<file path="config.mk">
export PLATFORM = sky130hd
export DESIGN_NAME = icdf_muldiv
export DESIGN_NICKNAME = d
export VERILOG_FILES = /design/src/rtl/icdf_pkg.sv /design/src/rtl/icdf_muldiv.sv
export SDC_FILE = /design/constraint.sdc
export NUM_CORES = 1
export LEC_CHECK = 0
export ABC_AREA = 1
export BUFFER_PORTS_ARGS = -buffer_cell sky130_fd_sc_hd__buf_2
export CORE_UTILIZATION = 60
export CTS_CLUSTER_DIAMETER = 80
export DETAILED_ROUTE_END_ITERATION = 16
export PLACE_DENSITY = 0.85
export SETUP_SLACK_MARGIN = 0.02
export SLEW_MARGIN = 20
export SYNTH_ARGS = -nofsm -noshare
export SYNTH_HDL_FRONTEND = slang
export SYNTH_SLANG_ARGS = --single-unit
</file>
<file path="constraint.sdc">
create_clock -name clock -period 10.1 [get_ports clock]
set_input_delay 1.515 -clock clock [delete_from_list [all_inputs] [get_ports clock]]
set_output_delay 1.515 -clock clock [all_outputs]
set_load 0.01 [all_outputs]
</file>
<file path="src/rtl/icdf_pkg.sv">
// Package: shared types and constants for the inverse CDF table builder.
package icdf_pkg;

   localparam int IDX_W = 9;   // entry index field width
   localparam int POS_W = 32;  // Q16.16 position width
   localparam int MAG_W = 33;  // |range_max - range_min|
   localparam int CSR_W = 32;  // widest register
   localparam int CSR_IDX_W = 2;

   localparam logic [CSR_IDX_W-1:0] CSR_RANGE_MIN = 2'd0;
   localparam logic [CSR_IDX_W-1:0] CSR_RANGE_MAX = 2'd1;
   localparam logic [CSR_IDX_W-1:0] CSR_BIN_COUNT = 2'd2;

   localparam logic [1:0] STAT_VALID  = 2'd0;
   localparam logic [1:0] STAT_LOADED = 2'd1;
   localparam logic [1:0] STAT_ZERO   = 2'd2;
   localparam logic [1:0] STAT_ERROR  = 2'd3;

   typedef enum logic [3:0] {
      ST_IDLE,
      ST_RD_S0,
      ST_RD_T,
      ST_MUL_A,
      ST_MUL_B,
      ST_ADD_N,
      ST_SCAN,
      ST_G_MUL,
      ST_X_MUL,
      ST_DEN_MUL,
      ST_DEN_SET,
      ST_START,
      ST_WAIT,
      ST_EMIT
   } icdf_state_type;

   typedef enum logic [1:0] {
      MD_IDLE,
      MD_MUL,
      MD_DIV,
      MD_DONE
   } md_state_type;

endpackage

</file>
<file path="src/rtl/icdf_muldiv.sv">
// Bit-serial multiply (mag * x) followed by restoring divide by den.
module icdf_muldiv #(
   parameter int X_W = 43
) (
   input  logic                     clock,
   input  logic                     reset,
   input  logic                     start,
   input  logic [icdf_pkg::MAG_W-1:0] mag,
   input  logic [X_W-1:0]           x,
   input  logic [X_W-1:0]           den,
   output logic                     done,
   output logic [icdf_pkg::MAG_W+X_W-1:0] quo
);
   import icdf_pkg::*;

   localparam int PW  = MAG_W + X_W;
   localparam int CW  = $clog2(PW + 1);

   md_state_type     state_ff, state_in;
   logic [PW-1:0]    acc_ff;
   logic [X_W-1:0]   rem_ff;
   logic [MAG_W-1:0] mag_ff;
   logic [X_W-1:0]   x_ff;
   logic [X_W-1:0]   den_ff;
   logic [CW-1:0]    cnt_ff;
   logic [X_W:0]     rem_sh;
   logic             fits;
   logic             last;

   assign rem_sh = {rem_ff, acc_ff[PW-1]};
   assign fits   = (rem_sh >= {1'b0, den_ff});

   always_comb begin
      last = 1'b0;
      unique case (state_ff)
         MD_MUL:  last = (cnt_ff == CW'(MAG_W - 1));
         MD_DIV:  last = (cnt_ff == CW'(PW - 1));
         default: last = 1'b0;
      endcase
   end

   always_comb begin
      state_in = state_ff;
      unique case (state_ff)
         MD_IDLE: if (start) state_in = MD_MUL;
         MD_MUL:  if (last) state_in = MD_DIV;
         MD_DIV:  if (last) state_in = MD_DONE;
         MD_DONE: state_in = MD_IDLE;
         default: state_in = MD_IDLE;
      endcase
   end

   always_comb begin
      done = (state_ff == MD_DONE);
      quo  = acc_ff;
   end

   always_ff @(posedge clock) begin
      if (reset) begin
         state_ff <= MD_IDLE;
         cnt_ff   <= '0;
      end else begin
         state_ff <= state_in;
         if (state_ff == MD_IDLE || last) begin
            cnt_ff <= '0;
         end else begin
            cnt_ff <= cnt_ff + CW'(1);
         end
      end
   end

   always_ff @(posedge clock) begin
      unique case (state_ff)
         MD_IDLE: begin
            acc_ff <= '0;
            rem_ff <= '0;
            mag_ff <= mag;
            x_ff   <= x;
            den_ff <= den;
         end
         MD_MUL: begin
            acc_ff <= {acc_ff[PW-2:0], 1'b0} + (mag_ff[MAG_W-1] ? PW'(x_ff) : '0);
            mag_ff <= {mag_ff[MAG_W-2:0], 1'b0};
         end
         MD_DIV: begin
            if (fits) begin
               rem_ff <= X_W'(rem_sh - {1'b0, den_ff});
            end else begin
               rem_ff <= rem_sh[X_W-1:0];
            end
            acc_ff <= {acc_ff[PW-2:0], fits};
         end
         default: begin
         end
      endcase
   end

endmodule

</file>
==> results.json <==
{
  "rows": 63,
  "num-fill-cells": 2516,
  "chipHeight_um": 177,
  "clkSinkCount": 247,
  "drtPass1Iterations": 6,
  "ios": 199,
  "cts_tree": "built",
  "critPathMaxFanout": 43,
  "synth_edf_count": 238,
  "gr-total-overflow": 0,
  "switchingPower_mw": 2.94,
  "layout_commonest_cell": "nand2_1",
  "critPathKind": "reg2reg",
  "arrival_ns": 3.76,
  "switching_share": 0.477,
  "clk_path_buf_depth": 3,
  "drt_iter0_drc": 2073,
  "postCtsSetupRepairBufs": 0,
  "synthFlopType": "edfxtp_1",
  "cts_made_buffers": 28,
  "post-route-min-period_ns": 3.45,
  "route.detailed.drc": 0,
  "tightest_slew_ns": 1.12,
  "synth.distinct_cells": 38,
  "rsz0062_at_grt": "no",
  "finalNetCount": 3071,
  "min_path_type": "reg2reg",
  "outcome": "finished, final reports clean",
  "start_kind": "flop",
  "placed_area_sq_um": 19700,
  "routed_via_density": 5.62,
  "fin_skew_ns": 0.0364,
  "timing.hold.ws_ns": 0.485,
  "clock_latency_ns": 0.58,
  "fin_setup_tns_ns": 0,
  "hold_viol": 0,
  "cts_htree_levels": 1,
  "pwr-share-comb": 0.516,
  "ys_seq_elements": 247,
  "cts_resized": 0,
  "most-common-layout-cells": "975 x nand2_1, 438 x inv_1, 238 x edfxtp_1",
  "postLayoutCellArea_sq_um": 20700,
  "die-area_sq_um": 31400,
  "synthCells": 2670,
  "antenna_found_initial": 1,
  "drv_slew": 0,
  "p_clk_frac": 0.179,
  "grt_max_degree": 86,
  "die_w_um": 177,
  "syn-cell-area_sq_um": 18400,
  "grt_usage": 0.375,
  "root_buffer": "clkbuf_16",
  "max_freq_mhz": 289,
  "power.leakage_nw": 10.5,
  "globalplace.congestion": 1.03,
  "grt_pass1_vias": 17500,
  "diodes": 0,
  "slew_headroom": 0.254,
  "fin_ws_ns": 6.65,
  "path_clk_slew_ns": 0.06,
  "start_util": 0.616,
  "ys_async_sr_fraction": 0,
  "coreArea_sq_um": 29900,
  "io_buffer_count": 198,
  "drv_cap": 0,
  "dp.cells": 3216,
  "p_per_area_nw_per_um2": 297,
  "area_growth_pct": 12.5,
  "grt_pass1_wl_um": 91000,
  "worstPathRequired_ns": 10.41,
  "setup_viol": 0,
  "dp_hpwl_um": 44100,
  "antenna_left": 0,
  "p_int_mw": 3.22,
  "stdcell_count": 3267,
  "vias": 18400,
  "irDropWorstVdd_mv": 0.288,
  "setup.worst_path.end_class": "flop",
  "wire_per_inst_um": 18.0,
  "synth.net_count": 2885,
  "synth.yosys.seq_area_share": 0.398,
  "min_period_over_period": 0.342,
  "avgSynthCellArea_sq_um": 6.89,
  "seqPwrFrac": 0.305,
  "ys_warn_count": 0,
  "dp_slack_ns": 6.78,
  "cts_hold_buf": 0,
  "drive_above_1_share": 0.103,
  "totalWireLength_um": 58700
}
==> area by class of cell <==
type / count / area [sq um] / area share
sequential: 247 / 7330 / 0.354
clock buffer: 34 / 723 / 0.0349
multi-input combinational: 1927 / 9190 / 0.444
inverter: 448 / 1690 / 0.0815
clock inverter: 17 / 258 / 0.0124
timing repair buffer: 204 / 1040 / 0.0500
tap: 390 / 488 / 0.0236
==> cells in the mapped netlist, types with 22 or more instances <==
cell | instances | area [sq um]
nand4_1 | 26 | 163
inv_1 | 439 | 1650
o21ai_0 | 80 | 400
a21oi_1 | 188 | 941
edfxtp_1 | 238 | 7150
nor2_1 | 235 | 882
xor2_1 | 22 | 193
nand3_1 | 159 | 796
clkbuf_1 | 37 | 139
ha_1 | 91 | 1140
o21ai_1 | 36 | 180
nor3_1 | 28 | 140
nand2_1 | 976 | 3660
==> worst max-delay path, stage by stage (launching register included) <==
cell and delay, ns:
edfxtp_1 0.36, buf_4 0.30, nand2_1 0.15, inv_1 0.06
ha_1 0.21, fa_1 0.43, nand3_1 0.11, nand3_1 0.20
nand2_1 0.12, nand2_1 0.20, nand2_1 0.11, nand2_1 0.16
nand2_1 0.11, nand3_1 0.28, nand2_1 0.21, nand2_1 0.06
nand2_1 0.05, a21oi_1 0.05
==> sequential cells by signal, indices dropped and copies added (netlist names) <==
register,count
rem_ff,43
x_ff,43
mag_ff,33
state_ff,2
den_ff,43
quo,76
cnt_ff,7
==> worst paths after layout <==
path               end  cells after the start        from  slack [ns]
max            quo[65]                     17  mag_ff[32]        6.65
min          cnt_ff[0]                      1   cnt_ff[0]        0.49
min reg2reg  cnt_ff[0]                      1   cnt_ff[0]        0.49
max reg2reg    quo[65]                     17  mag_ff[32]        6.65
==> power groups by stage <==
| stage | Sequential [mW] | Combinational [mW] | Clock (mW) |
|---|---|---|---|
| 2_1_floorplan | 1.86 | 2.21 | 0 |
| 3_3_place_gp | 1.87 | 2.97 | 0 |
| 3_5_place_dp | 1.88 | 3.07 | 0 |
| 4_1_cts | 1.87 | 3.10 | 1.11 |
| 5_1_grt | 1.91 | 3.49 | 1.14 |
| 6_report | 1.88 | 3.17 | 1.10 |
==> metal layers <==
metal / GRT usage / wire length (um) / vias up
li1: - / - / 8894
met1: 0.504 / 24300 / 8368
met2: 0.605 / 26500 / 962
met3: 0.0704 / 5800 / 132
met4: 0.129 / 2110 / 0
met5: 0 / 0 / -
==> through the flow <==
stage | util | total power [mW]
3_5_place_dp | 0.660 | 4.95
6_report | 0.693 | 6.16
4_1_cts | 0.693 | 6.08
5_1_grt | 0.693 | 6.54
3_3_place_gp | 0.660 | 4.84
2_1_floorplan | - | 4.07
==> cell families (layout without fill, tap and decap cells) <==
kind of cell	after synthesis	count (layout)	share of synthesized area
AO/OA/AOI/OAI	326	326	0.0923
XOR/XNOR	25	25	0.0119
adder cells (fa/ha/maj)	93	93	0.0640
buffers and inverters	496	703	0.104
flip-flops	247	247	0.398
AND/OR/NAND/NOR	1483	1483	0.329
Note: power is estimated with default switching activity, not from simulation.
